File: src/brlewc_pkg.sv
// Shared types, constants and helper functions of the run-length width chooser.
package brlewc_pkg;

   // Number of candidate word widths (1, 2, 4 and 8 bytes).
   localparam int NUM_WIDTHS = 4;
   localparam int WIDTH_CODE_BITS = 2;

   // Run lengths and run counts saturate at the record sample limit.
   localparam int COUNT_BITS = 17;
   localparam int KEY_BITS = 15;
   localparam int ALLELE_BITS = 8;
   localparam int SUB_BITS = 3;
   localparam int COST_BITS = COUNT_BITS + NUM_WIDTHS - 1;

   // Configuration register indexes.
   localparam logic CSR_HAS_MISSING = 1'b0;
   localparam logic CSR_MIXED_PHASING = 1'b1;

   // Word width in bits for each width code.
   localparam int WIDTH_BITS [NUM_WIDTHS] = '{8, 16, 32, 64};

   typedef logic [COUNT_BITS-1:0] count_type;
   typedef count_type [NUM_WIDTHS-1:0] count_array_type;
   typedef logic [KEY_BITS-1:0] key_type;
   typedef logic [WIDTH_CODE_BITS-1:0] width_code_type;
   typedef logic [COST_BITS-1:0] cost_type;

   localparam count_type MAX_SAMPLES = 17'd65536;

   // Control that travels with one sample into the run counter.
   typedef struct packed {
      logic step;
      logic last;
      logic has_missing;
      logic mixed_phasing;
   } step_ctrl_type;

   // Increment that sticks at the sample limit.
   function automatic count_type sat_inc(input count_type v);
      if (v >= MAX_SAMPLES) begin
         return MAX_SAMPLES;
      end
      return v + count_type'(1);
   endfunction

   // Longest run a word of the given width can hold, clipped to the count range.
   function automatic count_type width_cap(input width_code_type w,
                                           input logic [SUB_BITS-1:0] sub);
      int exp_bits;
      exp_bits = WIDTH_BITS[w] - int'(sub);
      if (exp_bits >= COUNT_BITS) begin
         return '1;
      end
      return COUNT_BITS'((32'd1 << exp_bits) - 32'd1);
   endfunction

endpackage

File: src/brlewc_run_counter.sv
// Per-record run tracking at all four word widths.
module brlewc_run_counter (
   input  logic                            clock,
   input  logic                            reset,
   input  brlewc_pkg::step_ctrl_type       ctrl,
   input  brlewc_pkg::key_type             key,
   output brlewc_pkg::count_array_type     runs_total
);

   logic                          seen_first_ff;
   logic                          seen_first_in;
   brlewc_pkg::key_type           prev_key_ff;
   brlewc_pkg::key_type           prev_key_in;
   brlewc_pkg::count_array_type   run_lengths_ff;
   brlewc_pkg::count_array_type   run_lengths_in;
   brlewc_pkg::count_array_type   run_counts_ff;
   brlewc_pkg::count_array_type   run_counts_in;
   brlewc_pkg::count_array_type   len_upd;
   brlewc_pkg::count_array_type   cnt_upd;
   logic [brlewc_pkg::SUB_BITS-1:0] sub;
   logic                          run_break;

   // Exponent reduction: two allele fields plus an optional phase bit.
   assign sub = (ctrl.has_missing ? 3'd4 : 3'd2) + {2'b00, ctrl.mixed_phasing};
   assign run_break = (key != prev_key_ff);

   // Close runs on a key change or when a width's cap is reached.
   always_comb begin
      for (int w = 0; w < brlewc_pkg::NUM_WIDTHS; w++) begin
         if (!seen_first_ff) begin
            len_upd[w] = brlewc_pkg::count_type'(1);
            cnt_upd[w] = '0;
         end else begin
            len_upd[w] = run_lengths_ff[w];
            cnt_upd[w] = run_counts_ff[w];
            if (run_break) begin
               cnt_upd[w] = brlewc_pkg::sat_inc(cnt_upd[w]);
               len_upd[w] = '0;
            end
            if (len_upd[w] >= brlewc_pkg::width_cap(brlewc_pkg::width_code_type'(w), sub)) begin
               cnt_upd[w] = brlewc_pkg::sat_inc(cnt_upd[w]);
               len_upd[w] = '0;
            end
            len_upd[w] = brlewc_pkg::sat_inc(len_upd[w]);
         end
         // The open run counts too when the record ends here.
         runs_total[w] = brlewc_pkg::sat_inc(cnt_upd[w]);
      end
   end

   // Next state: a record end clears everything but the previous key.
   always_comb begin
      seen_first_in  = seen_first_ff;
      prev_key_in    = prev_key_ff;
      run_lengths_in = run_lengths_ff;
      run_counts_in  = run_counts_ff;
      if (ctrl.step) begin
         prev_key_in = key;
         if (ctrl.last) begin
            seen_first_in  = 1'b0;
            run_lengths_in = '0;
            run_counts_in  = '0;
         end else begin
            seen_first_in  = 1'b1;
            run_lengths_in = len_upd;
            run_counts_in  = cnt_upd;
         end
      end
   end

   always_ff @(posedge clock) begin
      if (reset) begin
         seen_first_ff  <= 1'b0;
         prev_key_ff    <= '0;
         run_lengths_ff <= '0;
         run_counts_ff  <= '0;
      end else begin
         seen_first_ff  <= seen_first_in;
         prev_key_ff    <= prev_key_in;
         run_lengths_ff <= run_lengths_in;
         run_counts_ff  <= run_counts_in;
      end
   end

endmodule

File: src/brlewc_width_pick.sv
// Cheapest-width selection and the result register.
module brlewc_width_pick (
   input  logic                          clock,
   input  logic                          reset,
   input  logic                          load,
   input  brlewc_pkg::count_array_type   runs_total,
   input  logic                          rsp_tready,
   output logic                          rsp_tvalid,
   output brlewc_pkg::width_code_type    width_code,
   output brlewc_pkg::count_type         run_count
);

   logic                         valid_ff;
   logic                         valid_in;
   brlewc_pkg::width_code_type   code_ff;
   brlewc_pkg::width_code_type   code_in;
   brlewc_pkg::count_type        count_ff;
   brlewc_pkg::count_type        count_in;
   brlewc_pkg::cost_type         best_cost;
   brlewc_pkg::cost_type         cost;

   // Cost is runs times bytes; a tie keeps the narrower width.
   always_comb begin
      best_cost = brlewc_pkg::cost_type'(runs_total[0]);
      code_in   = '0;
      count_in  = runs_total[0];
      cost      = '0;
      for (int w = 1; w < brlewc_pkg::NUM_WIDTHS; w++) begin
         cost = brlewc_pkg::cost_type'(runs_total[w]) << w;
         if (cost < best_cost) begin
            best_cost = cost;
            code_in   = brlewc_pkg::width_code_type'(w);
            count_in  = runs_total[w];
         end
      end
   end

   // A new beat loads; a taken beat empties the register.
   always_comb begin
      valid_in = valid_ff;
      if (load) begin
         valid_in = 1'b1;
      end else if (rsp_tready) begin
         valid_in = 1'b0;
      end
   end

   always_ff @(posedge clock) begin
      if (reset) begin
         valid_ff <= 1'b0;
      end else begin
         valid_ff <= valid_in;
      end
   end

   always_ff @(posedge clock) begin
      if (load) begin
         code_ff  <= code_in;
         count_ff <= count_in;
      end
   end

   assign rsp_tvalid = valid_ff;
   assign width_code = code_ff;
   assign run_count  = count_ff;

endmodule

File: src/biallelic_rle_width_chooser.sv
// Top level: input register, configuration registers, run counter and width pick.
// An accepted beat waits in the input register; when it advances and ends a record, its
// result is loaded into the result register and rsp_tvalid rises.
// Throughput: one sample per cycle; the input register advances whenever it holds a sample
// that ends no record, or the result register is empty or being taken.
// Reset is synchronous, active high, and clears configuration, record state and
// both valid flags.
module biallelic_rle_width_chooser (
   input  logic        clock,
   input  logic        reset,
   input  logic        req_tvalid,
   output logic        req_tready,
   input  logic [15:0] req_tdata,   // first_allele [7:0], second_allele [15:8]
   input  logic        req_tlast,
   output logic        rsp_tvalid,
   input  logic        rsp_tready,
   output logic [23:0] rsp_tdata,   // width_code [1:0], run_count [18:2], zero fill
   input  logic        csr_we,
   input  logic        csr_index,
   input  logic        csr_wdata
);

   logic                                    in_valid_ff;
   logic                                    in_valid_in;
   logic [brlewc_pkg::ALLELE_BITS-1:0]      first_ff;
   logic [brlewc_pkg::ALLELE_BITS-1:0]      second_ff;
   logic                                    last_ff;
   logic                                    has_missing_ff;
   logic                                    mixed_phasing_ff;
   logic                                    stage_go;
   logic                                    req_fire;
   brlewc_pkg::key_type                     key;
   brlewc_pkg::step_ctrl_type               ctrl;
   brlewc_pkg::count_array_type             runs_total;
   brlewc_pkg::width_code_type              width_code;
   brlewc_pkg::count_type                   run_count;

   // The held sample moves on unless it ends a record and the result is stalled.
   assign stage_go   = in_valid_ff && (!last_ff || !rsp_tvalid || rsp_tready);
   assign req_tready = !in_valid_ff || stage_go;
   assign req_fire   = req_tvalid && req_tready;

   always_comb begin
      in_valid_in = in_valid_ff;
      if (req_fire) begin
         in_valid_in = 1'b1;
      end else if (stage_go) begin
         in_valid_in = 1'b0;
      end
   end

   always_ff @(posedge clock) begin
      if (reset) begin
         in_valid_ff <= 1'b0;
      end else begin
         in_valid_ff <= in_valid_in;
      end
   end

   always_ff @(posedge clock) begin
      if (req_fire) begin
         first_ff  <= req_tdata[7:0];
         second_ff <= req_tdata[15:8];
         last_ff   <= req_tlast;
      end
   end

   // Configuration writes.
   always_ff @(posedge clock) begin
      if (reset) begin
         has_missing_ff   <= 1'b0;
         mixed_phasing_ff <= 1'b0;
      end else if (csr_we) begin
         unique case (csr_index)
            brlewc_pkg::CSR_HAS_MISSING:   has_missing_ff   <= csr_wdata;
            brlewc_pkg::CSR_MIXED_PHASING: mixed_phasing_ff <= csr_wdata;
            default: ;
         endcase
      end
   end

   // Key: both allele codes, plus the second phase bit under mixed phasing.
   assign key = {second_ff[7:1], first_ff[7:1], mixed_phasing_ff & second_ff[0]};

   assign ctrl.step          = stage_go;
   assign ctrl.last          = last_ff;
   assign ctrl.has_missing   = has_missing_ff;
   assign ctrl.mixed_phasing = mixed_phasing_ff;

   brlewc_run_counter u_run_counter (
      .clock      (clock),
      .reset      (reset),
      .ctrl       (ctrl),
      .key        (key),
      .runs_total (runs_total)
   );

   brlewc_width_pick u_width_pick (
      .clock      (clock),
      .reset      (reset),
      .load       (stage_go && last_ff),
      .runs_total (runs_total),
      .rsp_tready (rsp_tready),
      .rsp_tvalid (rsp_tvalid),
      .width_code (width_code),
      .run_count  (run_count)
   );

   assign rsp_tdata = {5'b00000, run_count, width_code};

endmodule
File: config.mk
export PLATFORM = sky130hd
export DESIGN_NAME = biallelic_rle_width_chooser
export DESIGN_NICKNAME = d
export VERILOG_FILES = /design/src/brlewc_pkg.sv /design/src/brlewc_run_counter.sv /design/src/brlewc_width_pick.sv /design/src/biallelic_rle_width_chooser.sv
export SDC_FILE = /design/constraint.sdc
export NUM_CORES = 1
export LEC_CHECK = 0
export ABC_AREA = 1
export BUFFER_PORTS_ARGS = -buffer_cell sky130_fd_sc_hd__buf_2
export CAP_MARGIN = 20
export CORE_UTILIZATION = 50
export DETAILED_ROUTE_END_ITERATION = 6
export PLACE_DENSITY = 0.69
export SETUP_SLACK_MARGIN = 0.3
export SLEW_MARGIN = 20
export SYNTH_ARGS = -nofsm -noshare
export SYNTH_HDL_FRONTEND = slang
export SYNTH_SLANG_ARGS = --single-unit
File: constraint.sdc
create_clock -name clock -period 10.8 [get_ports clock]
set_clock_uncertainty 0.1 [all_clocks]
set_input_delay 1.08 -clock clock [delete_from_list [all_inputs] [get_ports clock]]
set_output_delay 1.08 -clock clock [all_outputs]
set_load 0.02 [all_outputs]
==> results of run 1 <==
cells in the final DEF, fill, tap and decap left out, drive strengths merged, types with 13 or more instances in the layout:
cell,instances
nand2,888
inv,394
nor2,389
nand3,271
a21oi,217
dfxtp,156
o21ai,154
ha,116
nand4,115
nor3,84
buf,84
edfxtp,35
xor2,34
conb,30
nor4,20
clkbuf,17
nand3b,14
xnor2,14
clkinv,14
o22ai,13
metrics by stage:
stage,instance area (sq um),cells
final,20180,3621
after global routing,20180,3621
after CTS,19940,3609
after detailed placement,19350,3575
after global placement,19350,3575
after floorplan,18880,3148
layout make-up:
cell class	count	area, sq um	area share, %
tap	468	585.6	2.901
clock buffer	17	425.4	2.108
sequential	191	4174	20.68
timing repair inverter	1	5.005	0.02480
clock inverter	15	147.6	0.7315
inverter	397	1501	7.439
timing repair buffer	84	556.8	2.759
multi-input combinational	2448	12790	63.36
flip-flops by register name, summed over array words and instances (netlist names):
| signal | cells |
|---|---|
| first_ff | 7 |
| has_missing_ff | 1 |
| in_valid_ff | 1 |
| last_ff | 1 |
| mixed_phasing_ff | 1 |
| second_ff | 8 |
| u_run_counter.prev_key_ff | 15 |
| u_run_counter.run_counts_ff | 68 |
| u_run_counter.run_lengths_ff | 68 |
| u_run_counter.seen_first_ff | 1 |
| u_width_pick.rsp_tvalid | 1 |
| u_width_pick.run_count | 17 |
| u_width_pick.width_code | 2 |
how the worst max path moves through the flow:
| stage | endpoint | slack (ps) | depth (start not counted) |
|---|---|---|---|
| 2_1_floorplan | u_width_pick.run_count[12] | 310 | 67 |
| 3_3_place_gp | u_width_pick.width_code[0] | 130 | 54 |
| 3_5_place_dp | u_width_pick.width_code[0] | 40 | 54 |
| 4_1_cts | u_width_pick.width_code[0] | 420 | 54 |
| 5_1_grt | u_width_pick.run_count[16] | 160 | 63 |
| 6_report | u_width_pick.run_count[8] | 1020 | 61 |
cells by family (layout without fill, tap and decap cells):
| kind of cell | after synthesis | count (layout) | synth area share (%) |
|---|---|---|---|
| AND/OR/NAND/NOR | 1816 | 1817 | 43.69 |
| buffers and inverters | 510 | 514 | 11.07 |
| AO/OA/AOI/OAI | 437 | 437 | 12.93 |
| flip-flops | 191 | 191 | 22.25 |
| adder cells (fa/ha/maj) | 116 | 116 | 7.738 |
| XOR/XNOR | 48 | 48 | 2.281 |
| other | 2 | 30 | 0.04004 |
critical path, delay by kind of cell (launching register included):
family,cells,cell delay [ps]
compound gates,9,1580
fa+ha+maj,5,1290
buf+inv,11,1690
flops,1,420
simple gates,36,4540
report_power, final:
group          switching (mW)  total (mW)  internal [mW]
sequential            0.00687       0.743          0.736
clock                   0.332       0.637          0.305
combinational           0.115       0.160         0.0451
metal layers:
metal  vias up  global-route usage [%]  wire, um
li1      10250                       -         -
met1      9150                   38.01     24890
met2       569                   49.56     25680
met3       107                   3.610      3079
met4         0                   10.73      1751
met5         -                       0         0
timing repair:
| action | in CTS | in global routing |
|---|---|---|
| resized for setup | 1 | 47 |
| gates cloned | 0 | 2 |
| setup endpoints to repair | 19 | 19 |
| setup buffers | 2 | 10 |
| pin swaps | 2 | 15 |
==> impl_metrics.yaml, run 1 <==
power:
  peakVddDrop_v: 0.0001159
  cellPowerDensity_mw_per_mm2: 76.29
  leakagePower_nw: 8.433
  report.power.total_mw: 1.540
global_routing:
  wire_length_of_the_first_global_routing_pass_mm: 91.52
  track_usage_pct: 29.23
  grt_remaining_overflow: 0
  maximum_number_of_pins_on_one_net_before_global_route_repair: 111
  grt_antenna_before_repair: 0
  first_global_vias: 18660
floorplan:
  std_cell_rows: 70
  placeableCoreArea_sq_mm: 0.03679
  starting_density_pct: 50.99
  floorplan.die.height_um: 195.7
  ioPinCount: 50
  chipWidth_um: 195.7
  dieArea_sq_mm: 0.03829
yosys:
  synthCells: 3120
  yosysSeqAreaShare_pct: 22.25
  synthFlopType: "sky130_fd_sc_hd__dfxtp_1"
  synth_area_leaders: "sky130_fd_sc_hd__nand2_1 17%, sky130_fd_sc_hd__dfxtp_1 17%, sky130_fd_sc_hd__ha_1 7.7%"
  ys_ff_latch: 191
  syn-cell-area_sq_mm: 0.01876
  most_frequent_cell_after_synthesis: "sky130_fd_sc_hd__nand2_1"
  synth_async_sr_flop_share_pct: 0
  yosys_warnings: 0
  count_of_flip_flops_with_a_built_in_enable_after_synthesis: 35
  count_of_distinct_cell_types_in_the_synthesized_netlist: 66
  synth.top_cell.area_share_pct: 17.45
  synthesis.area_per_instance_sq_um: 6.012
  yosys-top-cells-count: "872 x sky130_fd_sc_hd__nand2_1, 370 x sky130_fd_sc_hd__inv_1, 346 x sky130_fd_sc_hd__nor2_1, 259 x sky130_fd_sc_hd__nand3_1, 212 x sky130_fd_sc_hd__a21oi_1"
  post-synth-top-area-cell: "sky130_fd_sc_hd__nand2_1"
routing:
  drtPass1Iterations: 6
  routed-via-count: 20080
  drt-initial-drc-count: 1490
  drt_wl_total_mm: 55.40
  wl_per_cell_um: 15.30
  postRouteAntennaNets: 0
  detail_route.drc_violations: 0
  drt-vias-per-instance: 5.545
critical_path:
  r2r.worst_path.cells: 61
  timing.rr.start: "first_ff[6]"
  setup.worst_path.end_class: "flop"
  worst_ep_required_time_ps: 11020
  worstSetupPathType: "flop to flop"
  worst_ep_arrival_time_ps: 10000
  cp_max_fo: 23
  cp_startpoint_kind: "flop"
  critical_path.startpoint: "first_ff[6]"
  worst_r2r_endpoint: "u_width_pick.run_count[8]"
  worst_path_max_delay_cell: "sky130_fd_sc_hd__edfxtp_1"
  max_stage_delay_ps: 420
  reg2reg_setup_slack_ps: 1020
worst_hold_path:
  worstHoldPathType: "flop to flop"
  worstHoldPathCells: 2
  whs_endpoint: "u_run_counter.run_lengths_ff[23]"
  launch_point_of_the_worst_hold_path: "u_run_counter.run_lengths_ff[23]"
placed_design:
  dpl_worst_slack_ps: 41.42
  gp_routability_congestion: 0.9837
  dp.final_hpwl_mm: 42.05
  buffer_ports.inserted: 43
timing:
  fin_hold_ws_ps: 365.2
  final.min_clock_period_ps: 9784
  timing.setup.tns_ps: 0
  share_of_the_clock_period_used_by_the_worst_path_pct: 90.59
  setup_repair_after_global_routing_missed_its_margin: "no"
  final_max_slew_viol_count: 0
  timing.slew.headroom_pct: 33.30
  worst_pin_slew_ps: 999.4
  fmax_mhz: 102.2
  timing.final.setup_violations: 0
  final.setup.worst_slack_ps: 1016
  report.final.hold_viol_count: 0
clocking:
  clock_tree.htree_level_count: 4
  cts_tree: "built"
  clock-root-buffer: "sky130_fd_sc_hd__clkbuf_16"
  worstSkewPairLatency_ps: 480
  clk_transition_reported_paths_ps: 70
  cts.sinks: 191
  max-clock-path-buffers: 2
  cts.hold.buffers_added: 0
  cts_buffers: 17
run_status:
  run_status: "finished, final reports clean"
layout:
  fillers: 3724
  antenna_cells_inserted: 0
  final_core_util_pct: 54.87
  nets: 3280
  syn2layout_area_growth_pct: 7.605
  proportion_of_layout_cells_with_a_drive_suffix_above_1_pct: 9.198
run:
  max_cap_violations: 0
Note: power is estimated with default switching activity, not from simulation.
==> run 2: changes to the inputs <==
--- a/config.mk
+++ b/config.mk
@@ -11,6 +11,7 @@
 export CORE_UTILIZATION = 50
 export DETAILED_ROUTE_END_ITERATION = 6
 export PLACE_DENSITY = 0.69
+export REMOVE_ABC_BUFFERS = 1
 export SETUP_SLACK_MARGIN = 0.3
 export SLEW_MARGIN = 20
 export SYNTH_ARGS = -nofsm -noshare
==> run 2 against run 1 <==
Effect of this change:
- routed wire length decreased by 0.47%
- highest routed layer unchanged
- final cell count rose by 0.41%
- largest cell class unchanged
- sequential power about the same
- cell area increased by 0.98%
- critical endpoint is now u_width_pick.run_count[14]
- count of clock-buffer cells in the layout unchanged
==> impl_metrics.yaml, run 2 (synthesis gave the netlist of run 1 again) <==
power:
  p_comb_share_pct: 10.6
  power_frac_clock_pct: 41.7
  power.sequential.fraction_pct: 47.6
  cellInternalPower_mw: 1.098
  peakVddDrop_v: 0.00009925
  power_switching_mw: 0.4622
  cellPowerDensity_mw_per_mm2: 76.57
  leakagePower_nw: 8.516
  swShare_pct: 29.62
global_routing:
  track_usage_pct: 28.28
  first_global_vias: 18560
  wire_length_of_the_first_global_routing_pass_mm: 89.11
  maximum_number_of_pins_on_one_net_before_global_route_repair: 77
  grt_antenna_before_repair: 0
  grt_remaining_overflow: 0
timing:
  final_max_slew_viol_count: 0
  timing.setup.tns_ps: 0
  final.setup.worst_slack_ps: 856.1
  setup_repair_after_global_routing_missed_its_margin: "no"
  timing.slew.headroom_pct: 36.95
  final.min_clock_period_ps: 9944
  timing.final.setup_violations: 0
  share_of_the_clock_period_used_by_the_worst_path_pct: 92.07
  worst_pin_slew_ps: 944.7
  fmax_mhz: 100.6
  report.final.hold_viol_count: 0
worst_hold_path:
  launch_point_of_the_worst_hold_path: "u_run_counter.run_lengths_ff[12]"
  worstHoldPathType: "flop to flop"
  whs_endpoint: "u_run_counter.run_lengths_ff[12]"
  worstHoldPathCells: 2
critical_path:
  worst_path_max_delay_cell: "sky130_fd_sc_hd__edfxtp_1"
  r2r.worst_path.cells: 56
  reg2reg_setup_slack_ps: 860
  cp_startpoint_kind: "flop"
  worst_ep_required_time_ps: 10920
  worstSetupPathType: "flop to flop"
  worst_r2r_endpoint: "u_width_pick.run_count[14]"
  setup.worst_path.end_class: "flop"
  max_stage_delay_ps: 410
  timing.rr.start: "first_ff[7]"
  worst_ep_arrival_time_ps: 10060
  cp_max_fo: 18
routing:
  drt-vias-per-instance: 5.583
  drt_wl_total_mm: 55.14
  routed-via-count: 20300
  dr_wl_met2_mm: 26.13
  drtPass1Iterations: 5
  wl_met1_mm: 24.76
  drt-initial-drc-count: 1686
  postRouteAntennaNets: 0
  wl_per_cell_um: 15.17
  route.met3.wl_mm: 3.020
  highest_layer: "met4"
  detail_route.drc_violations: 0
placed_design:
  dpl_worst_slack_ps: 280.2
  detailed_place.area_sq_mm: 0.01933
  dp.final_hpwl_mm: 40.83
  buffer_ports.inserted: 43
  gp_routability_congestion: 0.9827
layout:
  syn2layout_area_growth_pct: 8.659
  nets: 3295
  fillers: 3745
  final_cell_mix: "868 x sky130_fd_sc_hd__nand2_1, 368 x sky130_fd_sc_hd__inv_1, 322 x sky130_fd_sc_hd__nor2_1, 259 x sky130_fd_sc_hd__nand3_1, 211 x sky130_fd_sc_hd__a21oi_1"
  antenna_cells_inserted: 0
  fin_area_sq_mm: 0.02038
  register_area_sq_mm: 0.004174
  layout_commonest_cell: "sky130_fd_sc_hd__nand2_1"
  proportion_of_layout_cells_with_a_drive_suffix_above_1_pct: 9.754
  multi_input_comb_area_sq_mm: 0.01284
clocking:
  cts.hold.buffers_added: 0
  cts_buffers: 17
  worstSkewPairLatency_ps: 480
  cts.sinks: 191
  max-clock-path-buffers: 2
  cts_tree: "built"
  clock-root-buffer: "sky130_fd_sc_hd__clkbuf_16"
  clock_tree.htree_level_count: 4
  clk_transition_reported_paths_ps: 80
floorplan:
  floorplan.die.height_um: 195.7
  dieArea_sq_mm: 0.03829
  ioPinCount: 50
  std_cell_rows: 70
  starting_density_pct: 50.99
  placeableCoreArea_sq_mm: 0.03679
  chipWidth_um: 195.7
run_status:
  run_status: "finished, final reports clean"
run:
  max_cap_violations: 0
==> run 2: cell count changes in the layout (fill, tap and decap cells not counted), moves of 3 or more <==
cell | previous run | this run
sky130_fd_sc_hd__nor2_4 | 17 | 20
sky130_fd_sc_hd__nor2_1 | 331 | 322
sky130_fd_sc_hd__clkinvlp_4 | 4 | 7
sky130_fd_sc_hd__inv_1 | 364 | 368
sky130_fd_sc_hd__buf_4 | 36 | 46
sky130_fd_sc_hd__nor2_2 | 41 | 47
sky130_fd_sc_hd__inv_2 | 24 | 19
==> run 2: timing repair <==
action | CTS | global route
pin swaps | 0 | 18
gates resized for setup | 2 | 54
endpoints found under the setup margin | 16 | 19
buffers inserted | 0 | 24
cloned | 0 | 5
hold endpoints to repair | 0 | 0
==> run 2: power groups by stage <==
| stage | sequential, mW | clock [mW] | combinational (mW) |
|---|---|---|---|
| floorplan | 0.761 | 0 | 0.0868 |
| global route | 0.745 | 0.693 | 0.183 |
| global placement | 0.759 | 0 | 0.140 |
| CTS | 0.743 | 0.666 | 0.144 |
| finish | 0.743 | 0.651 | 0.166 |
| detailed placement | 0.760 | 0 | 0.143 |
==> run 2: cell type report <==
type	instances	share of cell area [%]
Sequential cell	191	20.48
Inverter	397	7.379
Clock inverter	15	0.8533
Multi-Input combinational cell	2449	62.99
Tap cell	468	2.873
Timing Repair inverter	2	0.06139
Clock buffer	17	2.087
Timing Repair Buffer	97	3.278
==> run 2: worst max-delay path by stage <==
stage,start,end,cells after the start
floorplan,second_ff[2],u_width_pick.run_count[0],63
CTS,first_ff[1],u_width_pick.run_count[10],56
global placement,second_ff[2],u_width_pick.run_count[8],56
detailed placement,first_ff[1],u_width_pick.run_count[10],56
global route,first_ff[2],u_width_pick.run_count[10],58
finish,first_ff[7],u_width_pick.run_count[14],56
==> run 2: critical path, delay by kind of cell (launching register included) <==
| kind | cells | cell delay (ps) |
|---|---|---|
| compound gates | 15 | 3000 |
| fa+ha+maj | 4 | 1170 |
| buf+inv | 8 | 1250 |
| flops | 1 | 410 |
| simple gates | 29 | 3720 |
==> run 2: metrics by stage <==
| stage | hold WS (ps) | utilization (%) | total power, mW | cells |
|---|---|---|---|---|
| global placement | 352.5 | 52.54 | 0.8993 | 3575 |
| global route | 385.0 | 55.40 | 1.621 | 3636 |
| detailed placement | 356.4 | 52.54 | 0.9032 | 3575 |
| CTS | 368.9 | 54.20 | 1.554 | 3607 |
| finish | 366.9 | 55.40 | 1.561 | 3636 |
| floorplan | 339.3 | - | 0.8482 | 3035 |
==> run 2: metal layers <==
metal | GRT usage [%] | up-vias
met5 | 0 | -
met1 | 36.70 | 9311
met3 | 3.902 | 83
met4 | 8.594 | 0
li1 | - | 10280
met2 | 48.54 | 630
